$ cat src/rtl/core/cbt_pkg.sv
package cbt_pkg;

   localparam int unsigned WORD_BITS_DEF  = 32;
   localparam int unsigned MAX_CHUNKS_DEF = 4096;

   localparam int unsigned ACTION_W       = 2;
   localparam int unsigned CHUNK_ID_W     = 12;
   localparam int unsigned WORD_INDEX_W   = 7;
   localparam int unsigned WORD_DATA_W    = 32;
   localparam int unsigned CHUNK_ID_OUT_W = 13;
   localparam int unsigned SIZE_W         = 16;
   localparam int unsigned WORD_OUT_W     = 32;

   localparam int unsigned COUNT_W = 13;
   localparam int unsigned BYTES_W = 16;
   localparam int unsigned PADDR_W = 4;
   localparam int unsigned PDATA_W = 32;

   localparam logic [COUNT_W-1:0] CHUNK_COUNT_RST      = COUNT_W'(1);
   localparam logic [BYTES_W-1:0] CHUNK_BYTES_RST      = BYTES_W'(512);
   localparam logic [BYTES_W-1:0] LAST_CHUNK_BYTES_RST = BYTES_W'(512);

   typedef enum logic [ACTION_W-1:0] {
      ACT_MARK = 2'd0,
      ACT_NEXT = 2'd1,
      ACT_LOAD = 2'd2,
      ACT_READ = 2'd3
   } action_type;

   typedef enum logic [1:0] {
      REG_CHUNK_COUNT      = 2'd0,
      REG_CHUNK_BYTES      = 2'd1,
      REG_LAST_CHUNK_BYTES = 2'd2
   } reg_index_type;

   typedef enum logic [3:0] {
      ST_CLEAR,
      ST_IDLE,
      ST_SPLIT_Q,
      ST_SPLIT_R,
      ST_RMW_RD,
      ST_RMW_WR,
      ST_LOAD_WR,
      ST_WORD_RD,
      ST_WORD_CAP,
      ST_SCAN_RD,
      ST_SCAN_CHK,
      ST_FM_ONES,
      ST_FM_POS,
      ST_DONE
   } state_type;

   typedef struct packed {
      logic latch;
      logic clr_wr;
      logic split_q;
      logic split_r;
      logic rmw_rd;
      logic rmw_wr;
      logic load_wr;
      logic word_rd;
      logic word_cap;
      logic scan_rd;
      logic scan_inc;
      logic fm_ones;
      logic fm_pos;
      logic out_load;
   } cmd_type;

   typedef struct packed {
      action_type req_action;
      logic       req_ok;
      action_type action;
      logic       ok;
      logic       scan_end;
      logic       scan_full;
      logic       clr_last;
      logic       rsp_free;
   } stat_type;

endpackage

$ cat src/rtl/core/cbt_csr.sv
module cbt_csr
   import cbt_pkg::*;
#(
   parameter int unsigned WORD_BITS  = WORD_BITS_DEF,
   parameter int unsigned MAX_CHUNKS = MAX_CHUNKS_DEF,
   localparam int unsigned CNT_W     = $clog2(MAX_CHUNKS + 1),
   localparam int unsigned MAP_WORDS = (MAX_CHUNKS + WORD_BITS - 1) / WORD_BITS,
   localparam int unsigned SCAN_W    = $clog2(MAP_WORDS + 1)
) (
   input  logic                 clock,
   input  logic                 reset,
   input  logic                 psel,
   input  logic                 penable,
   input  logic                 pwrite,
   input  logic [PADDR_W-1:0]   paddr,
   input  logic [PDATA_W-1:0]   pwdata,
   output logic [PDATA_W-1:0]   prdata,
   output logic                 pready,
   output logic [CNT_W-1:0]     cnt,
   output logic [SCAN_W-1:0]    used,
   output logic [WORD_BITS-1:0] last_mask,
   output logic [BYTES_W-1:0]   chunk_bytes,
   output logic [BYTES_W-1:0]   last_chunk_bytes
);

   localparam int unsigned N1     = CNT_W + 1;
   localparam int unsigned L1     = $clog2(WORD_BITS);
   localparam int unsigned S1     = N1 + L1;
   localparam int unsigned M1     = ((1 << S1) + WORD_BITS - 1) / WORD_BITS;
   localparam int unsigned PROD_W = 2 * N1 + 2;

   logic [COUNT_W-1:0]   chunk_count_ff;
   logic [BYTES_W-1:0]   chunk_bytes_ff;
   logic [BYTES_W-1:0]   last_bytes_ff;
   logic [SCAN_W-1:0]    used_ff, used_in;
   logic [WORD_BITS-1:0] mask_ff, mask_in;
   logic                 wr_en;
   logic [N1-1:0]        round_up;
   logic [PROD_W-1:0]    prod;
   int unsigned          rem;

   assign pready = 1'b1;
   assign wr_en  = psel & penable & pwrite;

   always_ff @(posedge clock) begin
      if (reset) begin
         chunk_count_ff <= CHUNK_COUNT_RST;
         chunk_bytes_ff <= CHUNK_BYTES_RST;
         last_bytes_ff  <= LAST_CHUNK_BYTES_RST;
         used_ff        <= SCAN_W'(1);
         mask_ff        <= WORD_BITS'(1);
      end else begin
         used_ff <= used_in;
         mask_ff <= mask_in;
         if (wr_en) begin
            case (paddr[3:2])
               REG_CHUNK_COUNT:      chunk_count_ff <= pwdata[COUNT_W-1:0];
               REG_CHUNK_BYTES:      chunk_bytes_ff <= pwdata[BYTES_W-1:0];
               REG_LAST_CHUNK_BYTES: last_bytes_ff  <= pwdata[BYTES_W-1:0];
               default: ;
            endcase
         end
      end
   end

   always_comb begin
      case (paddr[3:2])
         REG_CHUNK_COUNT:      prdata = PDATA_W'(chunk_count_ff);
         REG_CHUNK_BYTES:      prdata = PDATA_W'(chunk_bytes_ff);
         REG_LAST_CHUNK_BYTES: prdata = PDATA_W'(last_bytes_ff);
         default:              prdata = '0;
      endcase
   end

   // count clamped to 1..MAX_CHUNKS
   always_comb begin
      if (chunk_count_ff == '0) begin
         cnt = CNT_W'(1);
      end else if (32'(chunk_count_ff) > MAX_CHUNKS) begin
         cnt = CNT_W'(MAX_CHUNKS);
      end else begin
         cnt = CNT_W'(chunk_count_ff);
      end
   end

   // words in use: ceil(cnt / WORD_BITS) by reciprocal multiply
   always_comb begin
      round_up = N1'(cnt) + N1'(WORD_BITS - 1);
      prod     = PROD_W'(round_up) * PROD_W'(M1);
      used_in  = SCAN_W'(prod >> S1);
   end

   always_comb begin
      rem     = 32'(cnt) - (32'(used_ff) - 32'd1) * WORD_BITS;
      mask_in = {WORD_BITS{1'b1}} >> (WORD_BITS - rem);
   end

   assign used             = used_ff;
   assign last_mask        = mask_ff;
   assign chunk_bytes      = chunk_bytes_ff;
   assign last_chunk_bytes = last_bytes_ff;

endmodule

$ cat config.mk
export PLATFORM = sky130hd
export DESIGN_NAME = cbt_csr
export DESIGN_NICKNAME = d
export VERILOG_FILES = /design/src/rtl/core/cbt_pkg.sv /design/src/rtl/core/cbt_csr.sv
export SDC_FILE = /design/constraint.sdc
export NUM_CORES = 1
export LEC_CHECK = 0
export BUFFER_PORTS_ARGS = -buffer_cell sky130_fd_sc_hd__buf_2
export CAP_MARGIN = 20
export CORE_UTILIZATION = 56
export CTS_BUF_LIST = sky130_fd_sc_hd__clkbuf_4
export DETAILED_ROUTE_END_ITERATION = 8
export GPL_TIMING_DRIVEN = 0
export PLACE_DENSITY = 0.95
export SLEW_MARGIN = 20
export SYNTH_ARGS = -nofsm -noshare
export SYNTH_HDL_FRONTEND = slang
export SYNTH_SLANG_ARGS = --single-unit
$ cat constraint.sdc
create_clock -name clock -period 8.72 [get_ports clock]
set_clock_uncertainty 0.1 [all_clocks]
set_input_delay 0.872 -clock clock [delete_from_list [all_inputs] [get_ports clock]]
set_output_delay 0.872 -clock clock [all_outputs]
set_load 0.005 [all_outputs]
# After elaboration in Yosys (flattened, before gate mapping)
# Index checks and enable logic that the tools add are counted.
word_totals:
  regBits: 85
  out_inout_bits: 118
op_classes:
  n_addsub: 4
  magnitude_cmp: 1
  n_eq_ne: 2
  n_shift: 1
  muxes: 3
  bitwise: 2
  n_reduce_logical: 5
ops:
  columns: ["cell", "n"]
  rows:
  - ["16-bit one-hot mux with 3 select lines", 1]
  - ["32-bit by 32-bit right shift with 32-bit output (first input constant)", 1]
  - ["13-bit 2-to-1 mux", 2]
  - ["7-bit by 15-bit subtractor with 16-bit output (first input constant)", 1]
  - ["14-bit by 14-bit subtractor with 15-bit output", 1]
  - ["13-bit by 5-bit adder with 13-bit output (second input constant)", 1]
  - ["13-bit greater-than comparator (second input constant)", 1]
  - ["13-bit zero test", 1]
  - ["8-bit by 1-bit subtractor with 9-bit output (second input constant)", 1]
  - ["2-bit AND reduction", 3]
  - ["1-bit bitwise AND", 2]
  - ["2-bit by 1-bit equality test with 1-bit output (second input constant)", 1]
  - ["2-bit equality test (second input constant)", 1]
  - ["2-bit zero test", 1]

# Logic depth before layout (Yosys ltp)
depth:
  word_depth: 6
  mapped_depth: 15
  ltp_nobuf: 13

# Worst setup path before layout
# Ideal clock, no wire load.
synth_path:
  path_type: "register to register"
  startpoint: "register used_ff[4], in the netlist used[4]"
  endpoint: "register mask_ff[1], in the netlist last_mask[1]"
  arrival_time_ns: 3.593
  required_time_ns: 8.539
  slack_ns: 4.946
  path_stages_with_launch: 14
  path_buffers: 2
  period_less_slack_ns: 3.774
  path_cell_list: "dfxtp_1 -> or4_1 -> nor4_1 -> xor2_1 -> ha_1 -> ha_1 -> nor3_1 -> or4_4 -> a211oi_2 -> o2111ai_1 -> or4_1 -> buf_2 -> buf_6 -> a211oi_2"
synth_between:
  elab_chain_len: 4
synth_rtl:
  columns: ["item", "line_no", "text"]
  rows:
  - ["from (decl)", "cbt_csr.sv:35", "logic [SCAN_W-1:0] used_ff, used_in;"]
  - ["from (signal assigned)", "cbt_csr.sv:53", "used_ff <= used_in;"]
  - ["8-bit by 1-bit subtractor with 9-bit output", "cbt_csr.sv:94", "rem = 32'(cnt) - (32'(used_ff) - 32'd1) * WORD_BITS;"]
  - ["14-bit by 14-bit subtractor with 15-bit output", "cbt_csr.sv:94", null]
  - ["7-bit by 15-bit subtractor with 16-bit output", "cbt_csr.sv:95", "mask_in = {WORD_BITS{1'b1}} >> (WORD_BITS - rem);"]
  - ["32-bit by 32-bit right shift with 32-bit output", "cbt_csr.sv:95", null]
  - ["to (signal assigned)", "cbt_csr.sv:54", "mask_ff <= mask_in;"]
  - ["to (decl)", "cbt_csr.sv:36", "logic [WORD_BITS-1:0] mask_ff, mask_in;"]
# Every way passes these cells.
# A chain may end at the register's enable or synchronous reset.

# Worst setup path after layout
layout_path:
  startpoint: "register chunk_count_ff[5]"
  endpoint: "register mask_ff[2], in the netlist last_mask[2]"
layout_between:
  elab_chain_len: 6
  word_cells_on_any_way: 7
  classes_between: "add/sub: 2; order compare: 1; shift: 1; mux: 2; reduce/logical: 1"
layout_rtl:
  columns: ["item", "line_no", "text"]
  rows:
  - ["from (decl)", "cbt_csr.sv:32", "logic [COUNT_W-1:0] chunk_count_ff;"]
  - ["from (signal assigned)", "cbt_csr.sv:57", "REG_CHUNK_COUNT: chunk_count_ff <= pwdata[COUNT_W-1:0];"]
  - ["13-bit greater-than comparator", "cbt_csr.sv:79", "end else if (32'(chunk_count_ff) > MAX_CHUNKS) begin"]
  - ["13-bit 2-to-1 mux", "cbt_csr.sv:79", null]
  - ["13-bit 2-to-1 mux *", "cbt_csr.sv:77", "if (chunk_count_ff == '0) begin"]
  - ["14-bit by 14-bit subtractor with 15-bit output *", "cbt_csr.sv:94", null]
  - ["7-bit by 15-bit subtractor with 16-bit output *", "cbt_csr.sv:95", null]
  - ["32-bit by 32-bit right shift with 32-bit output *", "cbt_csr.sv:95", null]
# Mark *: on every way between the ends. The rest lies on a longest branch, timed or not.

==> summary.md <==
| Metric | Value |
|---|---|
| Drt drc | 0 |
| Setup TNS | 0 ns |
| Vias in the first global route | between 4000 and 5000 |
| Drt first-iter violations | between 200 and 250 |
| Yosys cell types | 50 |
| Yosys reg bits | 85 |
| Clock Sinks | 85 |
| Final worst path period share | 0.491 |
| Hold endpoint | last_chunk_bytes[5] |
| Startpoint types | flop |
| Post-synth ARST share | 0 |
| Combinational power share | 0.161 |
| Unrepaired setup endpoints after global routing | no |
| Number of max-cap violations | 0 |
| Core area | slightly below 8000 um^2 |
| Final setup fails | 0 |
| Worst-margin pin slew | ~0.81 ns |
| Worst Path Arrival | 4.49 ns |
| Maximum clock path buffer count | 2 |
| Status | completed |
| Most frequent cells in the layout | nand2_1 (122), buf_2 (121), dfxtp_1 (85), a21oi_1 (58), clkbuf_1 (28) |
| Synthesized area | about 4400 um^2 |
| Synth area leaders | dfxtp_1 (38%), nand2_1 (10%), a21oi_1 (6.5%) |
| Reg2reg setup slack | around 4.4 ns |
| Syn. warnings | 0 |
| Layout cells sized above 1 | 0.264 |
| Largest net degree at the start of global routing | 17 |
| Worst-case reg-to-reg path depth | 14 |
| N_diodes | 0 |
| Clk network pwr share | 0.360 |
| Crit-path max FO | 10 |
| Sw frac | 0.290 |
| Buffers added on ports | 120 |
| Die height | 91.1 um |
| Pwr dens | ~150 nW/um^2 |
| # hold bufs at CTS | 0 |
| Die Area | between 8000 and 9000 um^2 |
| DRT Pass-1 Iters | 5 |
| R2R Path End | last_mask[2] |
| Sequential share of power | 0.479 |
| CTS H-tree depth | 3 |
| GRT overflow | 0 |
| Placed Instance Area | approximately 5200 um^2 |
| Peak Freq | 234 MHz |
| Detailed Place HPWL | 8.70 mm |
| Final ANT Viol Nets | 0 |
| PnR worst setup slack | around 4.4 ns |
| Clk pin slew, worst setup/hold paths | between 0.1 and 0.15 ns |
| Wirelength, routed | around 12 mm |
| CTS root buffer | clkbuf_4 |
| Leakage | 0.00243 uW |
| Minimum clock period | ~4.3 ns |
| Hold Fails Final Rpt | 0 |
| Switching pwr | roughly 240 uW |
| Finished Cell Area | between 5000 and 6000 um^2 |
| # resized after CTS | 0 |
| Global-route wire length before repair | around 18 mm |
| Fin. max-slew vios | 0 |
| R2R Path Start | chunk_count_ff[5] |
| CTS Buf Count | 9 |
| DR vias | ~4500 |
| Placer Congestion | 0.891 |
| Post-synth EDFFs | 0 |
| Top cell type's share of synthesized area | 0.382 |
| Initial antenna violation count | 0 |
| Synth area leader | dfxtp_1 |
| Setup bufs post-CTS | 0 |
| Initial Utilization | 0.579 |
| IO Count | around 160 |
| Commonest non-fill, non-tap cell in the layout | nand2_1 |
| Hold Startpoint | last_chunk_bytes[5] |
| Critical Path Sink Type | flop |
| CTS tree | done |
| Synth-to-layout area growth | 22.0% |
| Pre-CTS WS | ~4.5 ns |
| Chip Width | between 90 and 100 um |
| Cell count of the worst hold path | 2 |
| Core Util, Final | 0.706 |
| Internal power | between 500 and 600 uW |
| Clock Latency Late Sink | roughly 0.44 ns |
| Vias per cell | 5.56 |
| WL/cell | approximately 14 um |
| WP data required | 8.93 ns |
| CP Class | flop to flop |
| Cells after Synth | between 500 and 600 |
| Final #Nets | 760 |
| Maximum vdd drop | just under 90 uV |
| Sequential area share after synthesis | 0.382 |
| Max-slew headroom | 0.460 |
| Cell Rows | 32 |
| GRT Overall Usage | 0.274 |
| Top_reg_cell synth | dfxtp_1 |
| Avg Cell Area, Syn | 8.05 um^2 |
| Worst hold path type | flop to flop |
[routing by layer]
metal,part of all wire,GRT usage,vias up
met1,0.40,0.311,2061
met5,0,0,-
met3,0.080,0.0662,32
met2,0.50,0.492,252
li1,-,-,2137
met4,0.025,0.108,0
[kinds of logic (layout without fill, tap and decap cells)]
logic type / after synthesis / in the layout / share of synthesized area
simple gates: 239 / 239 / 0.275
buf+inv: 69 / 205 / 0.0796
mux: 14 / 14 / 0.0315
compound gates: 107 / 107 / 0.140
other cells: 2 / 17 / 0.00169
xor+xnor: 17 / 17 / 0.0335
fa+ha+maj: 20 / 20 / 0.0562
flops: 85 / 85 / 0.382
[cell usage after synthesis, types with 2 or more instances]
master,instances
nand2_1,122
dfxtp_1,85
a21oi_1,58
clkbuf_1,28
nor2_1,24
nor3_2,23
o21ai_0,21
ha_1,20
inv_1,18
buf_4,17
mux2i_1,14
nor3_1,14
nor2b_1,12
xor2_1,11
nand3_1,10
xnor2_1,6
nor4_1,5
buf_6,4
nor3b_1,4
or4_1,4
a21boi_0,3
a21o_1,3
a22o_1,3
a31oi_1,3
and2_1,3
nand3b_1,3
or3_1,3
a2111oi_0,2
a211oi_2,2
and3_1,2
conb_1,2
nand4_1,2
o2111ai_1,2
o21bai_1,2
o22ai_1,2
o31a_1,2
[worst max-delay path, cell delays in order (launching register included)]
cell      delay [ns]
dfxtp_1         0.33
clkbuf_1        0.21
nor4_1          0.51
a31oi_1         0.19
or2_2           0.30
clkbuf_1        0.20
ha_1            0.30
ha_1            0.27
and3b_1         0.22
nand3_1         0.13
a21boi_0        0.10
o31a_1          0.25
o22ai_1         0.36
clkbuf_1        0.53
nor3_1          0.14
[power groups by stage]
stage | clock network, uW | registers, uW | logic (uW)
floorplan | 0 | 405 | 97.8
global placement | 0 | 405 | 127
detailed placement | 0 | 405 | 131
CTS | 303 | 396 | 132
global route | 322 | 397 | 144
finish | 298 | 397 | 134
[registers in the layout (all words and copies together) (netlist names)]
name	cells
last_mask	32
chunk_count_ff	13
used	8
chunk_bytes	16
last_chunk_bytes	16
[worst max path at each step]
| stage | from | endpoint | slack (ns) | cells past startpoint |
|---|---|---|---|---|
| floorplan | used[4] | last_mask[1] | 4.95 | 13 |
| global placement | chunk_count_ff[5] | last_mask[0] | 4.62 | 14 |
| detailed placement | chunk_count_ff[5] | last_mask[0] | 4.48 | 14 |
| CTS | chunk_count_ff[5] | last_mask[2] | 4.46 | 14 |
| global route | chunk_count_ff[5] | last_mask[3] | 4.23 | 14 |
| finish | chunk_count_ff[5] | last_mask[2] | 4.44 | 14 |
[metrics by stage]
| step | hold slack (ns) | instances | power, uW |
|---|---|---|---|
| after floorplan | 0.365 | 568 | 503 |
| after global placement | 0.353 | 790 | 532 |
| after detailed placement | 0.361 | 790 | 536 |
| after CTS | 0.381 | 806 | 831 |
| after global routing | 0.399 | 806 | 863 |
| final | 0.381 | 806 | 829 |
[cell type report]
type / instances / area, um^2
Sequential cell: 85 / 1700
Fill cell: 592 / 2260
Tap cell: 102 / 128
Multi-Input combinational cell: 414 / 2450
Inverter: 18 / 67.6
Clock buffer: 9 / 67.6
Timing Repair Buffer: 120 / 601
Clock inverter: 7 / 126
Buffer: 51 / 287
No activity file was read; power rests on OpenSTA's default activity.
