$ cat src/rtl/core/cbt_pkg.sv
package cbt_pkg;

   localparam int unsigned WORD_BITS_DEF  = 32;
   localparam int unsigned MAX_CHUNKS_DEF = 4096;

   localparam int unsigned ACTION_W       = 2;
   localparam int unsigned CHUNK_ID_W     = 12;
   localparam int unsigned WORD_INDEX_W   = 7;
   localparam int unsigned WORD_DATA_W    = 32;
   localparam int unsigned CHUNK_ID_OUT_W = 13;
   localparam int unsigned SIZE_W         = 16;
   localparam int unsigned WORD_OUT_W     = 32;

   localparam int unsigned COUNT_W = 13;
   localparam int unsigned BYTES_W = 16;
   localparam int unsigned PADDR_W = 4;
   localparam int unsigned PDATA_W = 32;

   localparam logic [COUNT_W-1:0] CHUNK_COUNT_RST      = COUNT_W'(1);
   localparam logic [BYTES_W-1:0] CHUNK_BYTES_RST      = BYTES_W'(512);
   localparam logic [BYTES_W-1:0] LAST_CHUNK_BYTES_RST = BYTES_W'(512);

   typedef enum logic [ACTION_W-1:0] {
      ACT_MARK = 2'd0,
      ACT_NEXT = 2'd1,
      ACT_LOAD = 2'd2,
      ACT_READ = 2'd3
   } action_type;

   typedef enum logic [1:0] {
      REG_CHUNK_COUNT      = 2'd0,
      REG_CHUNK_BYTES      = 2'd1,
      REG_LAST_CHUNK_BYTES = 2'd2
   } reg_index_type;

   typedef enum logic [3:0] {
      ST_CLEAR,
      ST_IDLE,
      ST_SPLIT_Q,
      ST_SPLIT_R,
      ST_RMW_RD,
      ST_RMW_WR,
      ST_LOAD_WR,
      ST_WORD_RD,
      ST_WORD_CAP,
      ST_SCAN_RD,
      ST_SCAN_CHK,
      ST_FM_ONES,
      ST_FM_POS,
      ST_DONE
   } state_type;

   typedef struct packed {
      logic latch;
      logic clr_wr;
      logic split_q;
      logic split_r;
      logic rmw_rd;
      logic rmw_wr;
      logic load_wr;
      logic word_rd;
      logic word_cap;
      logic scan_rd;
      logic scan_inc;
      logic fm_ones;
      logic fm_pos;
      logic out_load;
   } cmd_type;

   typedef struct packed {
      action_type req_action;
      logic       req_ok;
      action_type action;
      logic       ok;
      logic       scan_end;
      logic       scan_full;
      logic       clr_last;
      logic       rsp_free;
   } stat_type;

endpackage

$ cat src/rtl/core/cbt_ctrl.sv
module cbt_ctrl
   import cbt_pkg::*;
(
   input  logic     clock,
   input  logic     reset,
   input  logic     req_valid,
   output logic     req_stall,
   input  stat_type stat,
   output cmd_type  cmd
);

   state_type state_ff, state_in;
   logic      need_fm;

   assign need_fm = (stat.action == ACT_NEXT) || ((stat.action == ACT_LOAD) && stat.ok);

   always_ff @(posedge clock) begin
      if (reset) begin
         state_ff <= ST_CLEAR;
      end else begin
         state_ff <= state_in;
      end
   end

   always_comb begin
      state_in = state_ff;
      case (state_ff)
         ST_CLEAR: begin
            if (stat.clr_last) state_in = ST_IDLE;
         end
         ST_IDLE: begin
            if (req_valid) begin
               if (!stat.req_ok) begin
                  state_in = ST_SCAN_RD;
               end else begin
                  case (stat.req_action)
                     ACT_MARK: state_in = ST_SPLIT_Q;
                     ACT_NEXT: state_in = ST_SPLIT_Q;
                     ACT_LOAD: state_in = ST_LOAD_WR;
                     ACT_READ: state_in = ST_WORD_RD;
                     default:  state_in = ST_SCAN_RD;
                  endcase
               end
            end
         end
         ST_SPLIT_Q:  state_in = ST_SPLIT_R;
         ST_SPLIT_R:  state_in = ST_RMW_RD;
         ST_RMW_RD:   state_in = ST_RMW_WR;
         ST_RMW_WR:   state_in = ST_SCAN_RD;
         ST_LOAD_WR:  state_in = ST_SCAN_RD;
         ST_WORD_RD:  state_in = ST_WORD_CAP;
         ST_WORD_CAP: state_in = ST_SCAN_RD;
         ST_SCAN_RD: begin
            if (stat.scan_end) begin
               state_in = need_fm ? ST_FM_ONES : ST_DONE;
            end else begin
               state_in = ST_SCAN_CHK;
            end
         end
         ST_SCAN_CHK: begin
            if (stat.scan_full) begin
               state_in = ST_SCAN_RD;
            end else begin
               state_in = need_fm ? ST_FM_ONES : ST_DONE;
            end
         end
         ST_FM_ONES: state_in = ST_FM_POS;
         ST_FM_POS:  state_in = ST_DONE;
         ST_DONE: begin
            if (stat.rsp_free) state_in = ST_IDLE;
         end
         default: state_in = ST_CLEAR;
      endcase
   end

   always_comb begin
      cmd       = '0;
      req_stall = (state_ff != ST_IDLE);
      case (state_ff)
         ST_CLEAR:    cmd.clr_wr   = 1'b1;
         ST_IDLE:     cmd.latch    = req_valid;
         ST_SPLIT_Q:  cmd.split_q  = 1'b1;
         ST_SPLIT_R:  cmd.split_r  = 1'b1;
         ST_RMW_RD:   cmd.rmw_rd   = 1'b1;
         ST_RMW_WR:   cmd.rmw_wr   = 1'b1;
         ST_LOAD_WR:  cmd.load_wr  = 1'b1;
         ST_WORD_RD:  cmd.word_rd  = 1'b1;
         ST_WORD_CAP: cmd.word_cap = 1'b1;
         ST_SCAN_RD:  cmd.scan_rd  = !stat.scan_end;
         ST_SCAN_CHK: cmd.scan_inc = stat.scan_full;
         ST_FM_ONES:  cmd.fm_ones  = 1'b1;
         ST_FM_POS:   cmd.fm_pos   = 1'b1;
         ST_DONE:     cmd.out_load = stat.rsp_free;
         default: ;
      endcase
   end

endmodule

$ cat config.mk
export PLATFORM = sky130hd
export DESIGN_NAME = cbt_ctrl
export DESIGN_NICKNAME = d
export VERILOG_FILES = /design/src/rtl/core/cbt_pkg.sv /design/src/rtl/core/cbt_ctrl.sv
export SDC_FILE = /design/constraint.sdc
export NUM_CORES = 1
export LEC_CHECK = 0
export ABC_CLOCK_PERIOD_IN_PS = 1200
export BUFFER_PORTS_ARGS = -buffer_cell sky130_fd_sc_hd__clkbuf_2
export CAP_MARGIN = 20
export CORE_MARGIN = 8
export CORE_UTILIZATION = 38
export DETAILED_ROUTE_END_ITERATION = 7
export PLACE_DENSITY = 0.73
export RECOVER_POWER = 100
export SYNTH_ARGS = -nofsm -noshare
export SYNTH_HDL_FRONTEND = slang
export SYNTH_SLANG_ARGS = --single-unit
$ cat constraint.sdc
create_clock -name clock -period 1.2 [get_ports clock]
set_input_delay 0.12 -clock clock [delete_from_list [all_inputs] [get_ports clock]]
set_output_delay 0.12 -clock clock [all_outputs]
set_load 0.005 [all_outputs]
-- Word-level counts from Yosys, hierarchy flattened
Cells that the tools add are included.
- register bits after elaboration: 4
- input bits: 13
- word-level logic and storage cells: 54
- equality and inequality tests: 22
- muxes and demuxes: 23
- reductions and logical operators: 8
- operator list (kind ; count):
    $pmux W4 S12 ; 1
    $eq A4 B4 Y1 const B ; 6
    $eq A4 B3 Y1 const B ; 4
    $mux W4 ; 4
    $mux W1 ; 14
    $pmux W4 S3 ; 1
    $mux W3 ; 3
    $eq A4 B2 Y1 const B ; 2
    $eq A2 B2 Y1 const B ; 3
    $ne A2 B2 Y1 const B ; 3
    $eq A2 B1 Y1 const B ; 2
    $eq A4 B1 Y1 const B ; 1
    $logic_not A4 Y1 ; 1
    $ne A4 B1 Y1 const B ; 1
    $reduce_and A3 Y1 ; 1
    $reduce_or A3 Y1 ; 1
    $logic_not A2 Y1 ; 1
    $reduce_or A2 Y1 ; 1
    $logic_and A1 B1 Y1 ; 1
    $logic_not A1 Y1 ; 1
    $logic_or A1 B1 Y1 ; 1

-- Longest topological paths before layout
Gate-level depths: netlist (run 1).
- word-level depth: 6
- mapped depth: 6
- gate-level depth less buffers: 4

-- Worst setup path after synthesis (run 1)
Ideal clock, no wire load.
- kind: flip-flop to flip-flop
- start point: reg state_ff[0]
- end point: reg state_ff[0]
- setup time: 117 ps
- arrival time: 1149 ps
- setup slack: -66 ps
- cell stages (with the launch flop): 5
- cell sequence: dfxtp_1 mux2_1 o32ai_2 a311oi_2 a32o_1
- cells in the longest elaborated chain, start to end: 3
- elaborated cells on any way between the ends: 20
- those cells by class: eq/ne: 16; mux: 1; reduce/logical: 3
- RTL lines (what ; RTL line ; source):
    start: declaration ; cbt_ctrl.sv:12 ; state_type state_ff, state_in;
    start signal: assignment ; cbt_ctrl.sv:21 ; state_ff <= state_in;
    $eq A4 B4 Y1, or another cell as far along ; cbt_ctrl.sv:27 ; case (state_ff)
    $reduce_or A3 Y1 (no line) / $ne A2 B2 Y1 (equally long branches) ; n/a ;
    $pmux W4 S12 / $reduce_and A3 Y1 (equally long branches) ; n/a ;
Parallel ways exist; a longest one is shown, timed or not.
A chain may end at the register's enable or synchronous reset.

==> results of run 1 <==
-- what timing repair did --
action | in CTS | in global routing
pin swaps | 15 | 6
setup endpoints to repair | 19 | 19
cloned | 1 | 0
gates resized for setup | 31 | 23
buffers inserted | 4 | 2
hold buffers | 0 | 0
-- cell type report --
| type | count | area (um^2) |
|---|---|---|
| fillers | 87 | 223 |
| flip-flops and latches | 4 | 92.6 |
| multi-input cells | 59 | 510 |
| clock buffers | 3 | 22.5 |
| well taps | 15 | 18.8 |
| repair buffers | 52 | 374 |
| inverters | 3 | 11.3 |
-- power groups by stage --
stage | clock network (uW) | registers [uW] | logic, uW
4_1_cts | 167 | 241 | 900
5_1_grt | 181 | 251 | 1110
3_3_place_gp | 0 | 220 | 681
2_1_floorplan | 0 | 195 | 402
3_5_place_dp | 0 | 222 | 691
6_report | 162 | 248 | 1040
-- logic make-up (layout without fill, tap and decap cells) --
logic type             count (synthesis)  after routing  share of synthesized area (%)
flip-flops                             4              4                           16.2
AND/OR/NAND/NOR                       42             42                           48.0
multiplexers                           2              2                           4.29
AO/OA/AOI/OAI                         15             15                           24.5
buffers and inverters                  8             58                           7.07
-- cell usage after synthesis (2+ instances only) --
master     n  area (um^2)
nand3b_1   2         15.0
and3_1     2         12.5
a21oi_1    4         20.0
nand2b_1   5         31.3
nor3b_1    3         22.5
dfxtp_1    4         80.1
nor2_1     7         26.3
buf_2      4         20.0
or3_1      2         12.5
nand2_1    6         22.5
nor3_1     7         35.0
o21ai_0    2         10.0
inv_1      3         11.3
o2bb2ai_1  2         17.5
nor2b_1    2         12.5
-- worst max path at each step --
stage | start | to | slack [ns]
global placement | state_ff[3] | state_ff[0] | -0.13
finish | state_ff[2] | cmd[13] | -0.16
detailed placement | state_ff[3] | state_ff[0] | -0.15
CTS | state_ff[2] | cmd[13] | -0.13
global route | state_ff[2] | cmd[13] | -0.20
floorplan | state_ff[1] | state_ff[0] | -0.06
-- through the flow --
| step | power [uW] | utilization, % |
|---|---|---|
| 2_1_floorplan | 597 | - |
| 3_3_place_gp | 900 | 60.9 |
| 3_5_place_dp | 913 | 60.9 |
| 4_1_cts | 1310 | 75.2 |
| 5_1_grt | 1540 | 82.2 |
| 6_report | 1450 | 82.2 |
-- metal layers --
layer / wire length (um) / up-vias
li1: - / 361
met1: 856 / 339
met2: 1220 / 22
met3: 121 / 2
met4: 19 / 0
met5: 0 / -
-- critical path, cell delays in order (launching register included) --
cell and delay [ns]:
dfxtp_2 0.33, buf_6 0.13, and2b_2 0.25, and3_4 0.18
clkbuf_2 0.11
==> flow_summary.yaml, run 1 <==
run_status:
  outcome: "finished, violations left"
  violations: "negative setup slack"
setup_path:
  crit_arrival_ns: 1.24
  ff2ff_path_depth: 5
  r2r_start: "state_ff[2]"
  path_class: "register to output port"
  crit_path_end_kind: "output port"
  reg2reg_to: "state_ff[0]"
  crit_required_ns: 1.08
  reg2reg_slack_ns: -0.12
  worst_setup_path_start_kind: "register"
  crit_fanout: 6
routing:
  drt_iter0_drc: 11
  via_count: 724
  ant_nets: 0
  via_per_inst: 5.32
  wire_per_inst_um: 16.3
  wirelength_um: 2210
  drcViolationCount: 0
  firstDrtPassIters: 4
clocking:
  clock_latency_ns: 0.23
  cts_buffer_depth: 2
  cts_max_level: 1
  cts_buffers: 3
  clock-sinks: 4
  clk_pin_slew_worst_paths_ns: 0.04
  clockRootBuffer: "clkbuf_4"
  cts_tree: "yes"
timing:
  max_freq_ghz: 0.736
  maxSlewHeadroom_pct: 79.9
  hold_ws_ns: 0.151
  finalSetupTns_ns: -1.69
  setup_viol: 18
  hold_violations: 0
  worstMarginPinSlew_ns: 0.301
  period_share_pct: 113
  fin_skew_ns: 0.00690
  finalMaxSlewViolations: 0
  setup_slack_ns: -0.159
  fin_crit_ns: 1.36
  rsz0062_at_grt: "true"
die:
  num_rows: 13
  die_h_um: 52.1
  die_w_um: 52.1
  die_area_mm2: 0.00272
  io_pins: 28
  start_util_pct: 39.6
  core_mm2: 0.00125
finish:
  top_regs: "state_ff (4)"
  final_area_mm2: 0.00103
  drive_gt1_share_pct: 69.4
  layout.cells.most_common: "clkbuf_2"
  regMostFlops: "state_ff"
  diodes: 0
  area_delta_synth_final_pct: 108
  fin_cells: 136
  nets: 136
  mostFrequentLayoutCells: "clkbuf_2, buf_6, buf_4"
  largest_reg_flops: 4
yosys:
  ys_seq_area_share_pct: 16.2
  synth.net_count: 84
  syn-mean-instance-area_um2: 6.98
  synth-edff-count: 0
  ys_ff_latch: 4
  syn_area_um2: 495
  yosys_warnings: 0
  synthCells: 71
  synth_cell_type_count: 31
  synthArstFlopShare_pct: 0
  synth_ff_type: "dfxtp_1"
global_routing:
  grt_busiest_layer: "met2"
  grt_pass1_vias: 746
  grt_max_degree: 9
  grt-ovfl-total: 0
  grtUsageMet3_pct: 5.41
  use_met1_pct: 15.9
  grt_pass1_wl_um: 3230
  use_met2_pct: 28.2
  track_usage_pct: 15.2
  antenna_found_initial: 0
place:
  placed_area_um2: 763
  numPortBuffers: 27
  detailedPlace.worstSlack_ns: -0.152
  gp_congestion: 0.765
  dp_hpwl_um: 1390
  dp.cells: 126
worst_hold_path:
  hp-start: "reset"
  worstHoldPathCells: 2
  hold_end: "state_ff[2]"
  hold_class: "input port to register"
power_and_ir_drop:
  p_comb_share_pct: 71.7
  p_switching_uw: 588
  clock_power_share_pct: 11.2
  power.density_mw_per_mm2: 1410
  p_sw_share_pct: 40.6
  p_int_uw: 860
  ir_drop_mv: 1.08
  p_leak_uw: 0.000477
  seq_power_share_pct: 17.1
job:
  maxCapViolations: 0
No activity file was read; power rests on OpenSTA's default activity.
==> run 2: changes to the inputs <==
Settings changed: ABC_AREA set to 1, CORE_AREA set to 8 8 45 47, CORE_MARGIN 8 to not set, CORE_UTILIZATION 38 to not set, DIE_AREA set to 0 0 53 55, PLACE_DENSITY 0.73 to 0.71.
==> run 2 against run 1 <==
  * The run still ends with negative setup slack left
  * Utilization shrank 22 points
  * Critical path depth rose by 3
  * Design area shrank 19%
  * Non-clock buffer count is 13 lower
  * Sequential share of layout area is 2.4 points higher
  * Wire length is 25% lower
  * Hold slack got worse by 0.058 ns
  * Global-route usage decreased by 3.0 points
  * Setup slack better by 0.090 ns
  * Largest power group unchanged
==> flow_summary.yaml, run 2 <==
run_status:
  outcome: "finished, violations left"
  violations: "negative setup slack"
finish:
  top_regs: "state_ff (4)"
  utilization_pct: 60.3
  drive_gt1_share_pct: 56.6
  layout.cells.most_common: "clkbuf_2"
  largest_reg_flops: 4
  nets: 144
  regMostFlops: "state_ff"
  area_delta_synth_final_pct: 74.6
  mostFrequentLayoutCells: "clkbuf_2, nand2_1, nor2_1, inv_1, buf_4"
  fill_cells: 135
  diodes: 0
place:
  gp_congestion: 0.825
  numPortBuffers: 27
  dp_hpwl_um: 1250
power_and_ir_drop:
  p_comb_share_pct: 63.2
  power.density_mw_per_mm2: 1300
  p_total_uw: 1080
  p_leak_uw: 0.000455
  p_sw_share_pct: 45.7
  ir_drop_mv: 0.711
  p_switching_uw: 495
  seq_power_share_pct: 21.2
  p_int_uw: 587
  clock_power_share_pct: 15.5
clocking:
  clk_pin_slew_worst_paths_ns: 0.04
  cts_tree: "yes"
  cts_buffers: 3
  clock-sinks: 4
  hold_buffers: 0
  clock_latency_ns: 0.24
  clockRootBuffer: "clkbuf_4"
  cts_max_level: 1
  cts_buffer_depth: 2
timing:
  finalMaxSlewViolations: 0
  hold_violations: 0
  maxSlewHeadroom_pct: 86.4
  worstMarginPinSlew_ns: 0.202
  period_share_pct: 106
  fin_skew_ns: 0.000457
  finalSetupTns_ns: -0.637
  rsz0062_at_grt: "true"
  max_freq_ghz: 0.789
  setup_viol: 16
  fin_crit_ns: 1.27
  setup_slack_ns: -0.0681
yosys:
  synth_fa_ha_area_share_pct: 0
  synth-edff-count: 0
  synth_ff_type: "dfxtp_1"
  ys_ff_latch: 4
  muxShareOfSynthArea_pct: 0
  ys_seq_area_share_pct: 16.8
  synthArstFlopShare_pct: 0
  synth_most_common_cell: "nand2_1"
  synth-simple-area-share_pct: 56.0
  yosys_warnings: 0
  synth_top_cell_by_area: "nand2_1"
  synthXorXnorAreaFrac_pct: 0
  synthCells: 88
  syn-mean-instance-area_um2: 5.43
  syn_area_um2: 478
  synth_top_family_by_area: "simple AND/OR/NAND/NOR gates"
  synth_commonest_cells: "nand2_1, nor2_1, inv_1"
  synthTopCellsByArea: "nand2_1, dfxtp_1, nor2_1, inv_1, nand3_1"
  synth_top_area_share_pct: 17.3
  synth_compound_area_share_pct: 12.3
  synth_cell_type_count: 19
  synth.net_count: 101
routing:
  wire_per_inst_um: 11.5
  wirelength_um: 1660
  drt_iter0_drc: 17
  via_per_inst: 4.78
  firstDrtPassIters: 4
  via_count: 693
  ant_nets: 0
  drcViolationCount: 0
setup_path:
  crit_fanout: 6
  crit_chain: "inv_4, nor2_4, nand3_2, buf_6, nor2_4, inv_1, a21oi_2"
  worst_setup_path_start_kind: "register"
  crit_arrival_ns: 1.43
  path_class: "register to register"
  crit_required_ns: 1.36
  cp_common_cell: "nor2_4"
  slowest_delay_ns: 0.38
  crit_path_end_kind: "register"
  cpMaxStageDelayCell: "dfxtp_4"
global_routing:
  grt_pass1_vias: 679
  track_usage_pct: 12.2
  grt_pass1_wl_um: 2690
  grt_max_degree: 8
  grt-ovfl-total: 0
  antenna_found_initial: 0
job:
  maxCapViolations: 0
die:
  core_mm2: 0.00138
  die_w_um: 53
  num_rows: 14
  io_pins: 28
  die_h_um: 55
  die_area_mm2: 0.00292
  start_util_pct: 34.5
worst_hold_path:
  hold_class: "input port to register"
-- run 2: changes by cell type after synthesis, sizes merged, moves of 2 or more --
cell / change
nor2: +15
o21ai: +3
nor3b: -3
nand3: +6
nand2: +17
nor3: -5
nor2b: -2
or3: -2
and3: -2
buf: -3
nand2b: -6
o2bb2ai: -2
inv: +13
-- run 2: path summary, 6_finish.rpt --
| kind | start | to | slack, ns | cells past startpoint |
|---|---|---|---|---|
| max | state_ff[0] | state_ff[2] | -0.07 | 7 |
| min | reset | state_ff[2] | 0.09 | 2 |
| max reg2reg | state_ff[0] | state_ff[2] | -0.07 | 7 |
| min reg2reg | state_ff[0] | state_ff[0] | 0.54 | 2 |
-- run 2: area by class of cell --
class	count	area (um^2)	share of cell area [%]
multi-input combinational	67	389	46.6
timing repair buffer	39	240	28.8
sequential	4	95.1	11.4
inverter	16	67.6	8.10
clock buffer	3	22.5	2.70
tap	16	20.0	2.40
-- run 2: timing repair --
action	CTS	global route
pin swaps	8	10
buffers inserted	6	1
setup endpoints to repair	19	19
endpoints found under the hold margin	0	0
gates resized for setup	23	17
-- run 2: critical path, delay by kind of cell (launching register included) --
family	cells	cell delay [ns]
and+or+nand+nor	3	0.40
AOI/OAI and AO/OA	1	0.14
DFF	1	0.38
buffers and inverters	3	0.27
-- run 2: routing by layer --
metal | up-vias | wire length [um] | GRT usage, %
met5 | - | 0 | 0
met4 | 0 | 43 | 8.62
met3 | 5 | 84 | 2.14
met2 | 21 | 853 | 22.3
met1 | 305 | 681 | 12.3
li1 | 362 | - | -
-- run 2: kinds of logic (layout without fill, tap and decap cells) --
family / Yosys count / after routing
buf+inv: 17 / 58
flops: 4 / 4
compound gates: 10 / 10
simple gates: 57 / 57
-- run 2: stage by stage --
step | cell area, um^2 | setup slack [ns] | hold WS [ns] | instances
after global routing | 835 | -0.156 | 0.0976 | 145
after CTS | 790 | -0.0832 | 0.0761 | 144
after global placement | 659 | -0.0408 | 0.329 | 135
final | 835 | -0.0681 | 0.0927 | 145
after detailed placement | 659 | -0.0755 | 0.331 | 135
after floorplan | 478 | 0.0831 | 0.189 | 88
-- run 2: power groups by stage --
stage / registers, uW / logic (uW) / clock network, uW
2_1_floorplan: 193 / 337 / 0
3_3_place_gp: 205 / 487 / 0
3_5_place_dp: 206 / 498 / 0
4_1_cts: 225 / 621 / 170
5_1_grt: 235 / 757 / 177
6_report: 230 / 684 / 168
==> run 3: changes to the inputs <==
Settings changed: CORE_AREA 8 8 45 47 to 5 5 42 44, CTS_BUF_LIST set to sky130_fd_sc_hd__clkbuf_16, DIE_AREA 0 0 53 55 to 0 0 47 49.
==> run 3 against run 2 <==
  * The flow still finishes with violations (negative setup slack)
  * Sequential cell count unchanged
  * Fmax increased by 0.35%
  * Wire length increased by 6.5%
  * Cell count increased by 1.4%
  * Setup slack improved by 0.0044 ns
  * Utilization increased by 4.2 points
  * Hold slack improved by 0.021 ns
  * Design area increased by 8.2%
  * Clock skew about the same
  * Sequential share of layout area decreased by 1.1 points
  * Global-route usage increased by 4.7 points
  * Clock power increased to 3.1 times the previous value
  * Critical path type unchanged
  * Largest cell class unchanged
  * Largest power group unchanged
  * Highest routed layer unchanged
==> flow_summary.yaml, run 3 (synthesized netlist as in run 2, its figures left out) <==
timing:
  setup_slack_ns: -0.0638
  finalMaxSlewViolations: 0
  setup_viol: 9
  max_freq_ghz: 0.791
  maxSlewHeadroom_pct: 85.1
  period_share_pct: 105
  rsz0062_at_grt: "true"
  fin_skew_ns: 0.000586
  hold_violations: 0
  fin_crit_ns: 1.26
  worstMarginPinSlew_ns: 0.221
finish:
  layout.cells.most_common: "clkbuf_2"
  mostFrequentLayoutCells: "clkbuf_2, nand2_1, nor2_1, buf_4, inv_1"
  area_delta_synth_final_pct: 89.0
  drive_gt1_share_pct: 58.8
  fill_cells: 127
  regMostFlops: "state_ff"
  diodes: 0
  nets: 146
  final_area_um2: 903
  top_regs: "state_ff (4)"
  largest_reg_flops: 4
global_routing:
  antenna_found_initial: 0
  grt_pass1_wl_um: 2930
  grt-ovfl-total: 0
  grt_pass1_vias: 713
  track_usage_pct: 16.9
  grt_max_degree: 8
place:
  placed_area_um2: 667
  numPortBuffers: 27
  dp_hpwl_um: 1200
  detailedPlace.worstSlack_ns: -0.0507
  gp_congestion: 0.907
die:
  die_w_um: 47
  die_h_um: 49
  start_util_pct: 34.1
  num_rows: 14
  io_pins: 28
  die_area_mm2: 0.00230
  core_mm2: 0.00140
power_and_ir_drop:
  p_sw_share_pct: 38.1
  p_comb_share_pct: 49.4
  power.density_mw_per_mm2: 1640
  ir_drop_mv: 0.918
  p_leak_uw: 0.000470
  p_int_uw: 920
  seq_power_share_pct: 15.5
  clock_power_share_pct: 35.1
  p_switching_uw: 565
routing:
  via_per_inst: 4.82
  wire_per_inst_um: 12.0
  drt_iter0_drc: 10
  via_count: 709
  firstDrtPassIters: 4
  wirelength_um: 1770
  ant_nets: 0
  drcViolationCount: 0
worst_hold_path:
  hold_class: "input port to register"
  worstHoldPathCells: 2
  hp-start: "reset"
  hold_end: "state_ff[3]"
setup_path:
  reg2reg_to: "state_ff[0]"
  crit_arrival_ns: 1.37
  crit_required_ns: 1.31
  crit_path_end_kind: "register"
  ff2ff_path_depth: 8
  crit_fanout: 6
  worst_setup_path_start_kind: "register"
  path_class: "register to register"
  reg2reg_slack_ns: -0.06
  r2r_start: "state_ff[0]"
clocking:
  clk_pin_slew_worst_paths_ns: 0.03
  cts_buffers: 3
  cts_tree: "yes"
  hold_buffers: 0
  clock_latency_ns: 0.22
  cts_max_level: 1
  cts_buffer_depth: 2
  clock-sinks: 4
  clockRootBuffer: "clkbuf_16"
run_status:
  outcome: "finished, violations left"
  violations: "negative setup slack"
job:
  maxCapViolations: 0
-- run 3: changes by cell type in the layout (fill, tap and decap cells not counted), moves of 2 or more --
cell,previous run,this run
inv_2,3,6
nand3_1,6,4
buf_4,8,10
inv_4,3,1
clkbuf_4,3,0
clkbuf_16,0,3
-- run 3: power groups by stage --
stage	logic, uW	clock network (uW)	registers, uW
6_report	734	521	231
5_1_grt	796	541	232
4_1_cts	626	516	227
3_5_place_dp	518	0	203
3_3_place_gp	506	0	202
2_1_floorplan	337	0	193
-- run 3: cell type report --
cell class / instances / area [um^2] / area share [%]
Multi-Input combinational cell: 67 / 398 / 44.0
Timing Repair Buffer: 41 / 255 / 28.3
Sequential cell: 4 / 92.6 / 10.2
Clock buffer: 3 / 75.1 / 8.31
Inverter: 16 / 62.6 / 6.93
Tap cell: 16 / 20.0 / 2.22
-- run 3: worst max path at each step --
| stage | slack (ns) | end | cells after the start | start |
|---|---|---|---|---|
| finish | -0.06 | state_ff[0] | 8 | state_ff[0] |
| detailed placement | -0.05 | state_ff[0] | 7 | state_ff[0] |
| global placement | -0.03 | state_ff[3] | 7 | state_ff[0] |
| CTS | -0.05 | state_ff[2] | 9 | state_ff[0] |
| floorplan | 0.08 | state_ff[0] | 7 | state_ff[2] |
| global route | -0.12 | state_ff[1] | 7 | state_ff[2] |
-- run 3: critical path, cell delays in order, from the launching register on --
cell     delay, ns
dfxtp_4       0.39
inv_4         0.05
nor2_4        0.16
nand3_4       0.10
buf_6         0.13
nor2_4        0.11
nor2_4        0.06
nand2_1       0.07
a21oi_1       0.06
-- run 3: metal layers --
metal	global-route usage (%)	up-vias	share of wire, %
met4	8.76	0	1.3
met1	20.9	321	43
met2	26.9	24	49
met3	2.58	4	6.7
met5	0	-	0
li1	-	360	-
-- run 3: per-stage QoR --
| step | total power (uW) | TNS, ns | util (%) | hold WS (ns) | instances |
|---|---|---|---|---|---|
| floorplan | 530 | 0 | - | 0.189 | 88 |
| global placement | 708 | -0.0857 | 47.6 | 0.342 | 136 |
| detailed placement | 721 | -0.135 | 47.6 | 0.344 | 136 |
| CTS | 1370 | -0.276 | 59.3 | 0.105 | 144 |
| global route | 1570 | -1.12 | 64.5 | 0.119 | 147 |
| finish | 1490 | -0.339 | 64.5 | 0.113 | 147 |
-- run 3: timing repair --
| item | in CTS | in global routing |
|---|---|---|
| setup buffers | 5 | 3 |
| endpoints found under the setup margin | 19 | 17 |
| pin swaps | 6 | 8 |
| gates resized for setup | 17 | 24 |
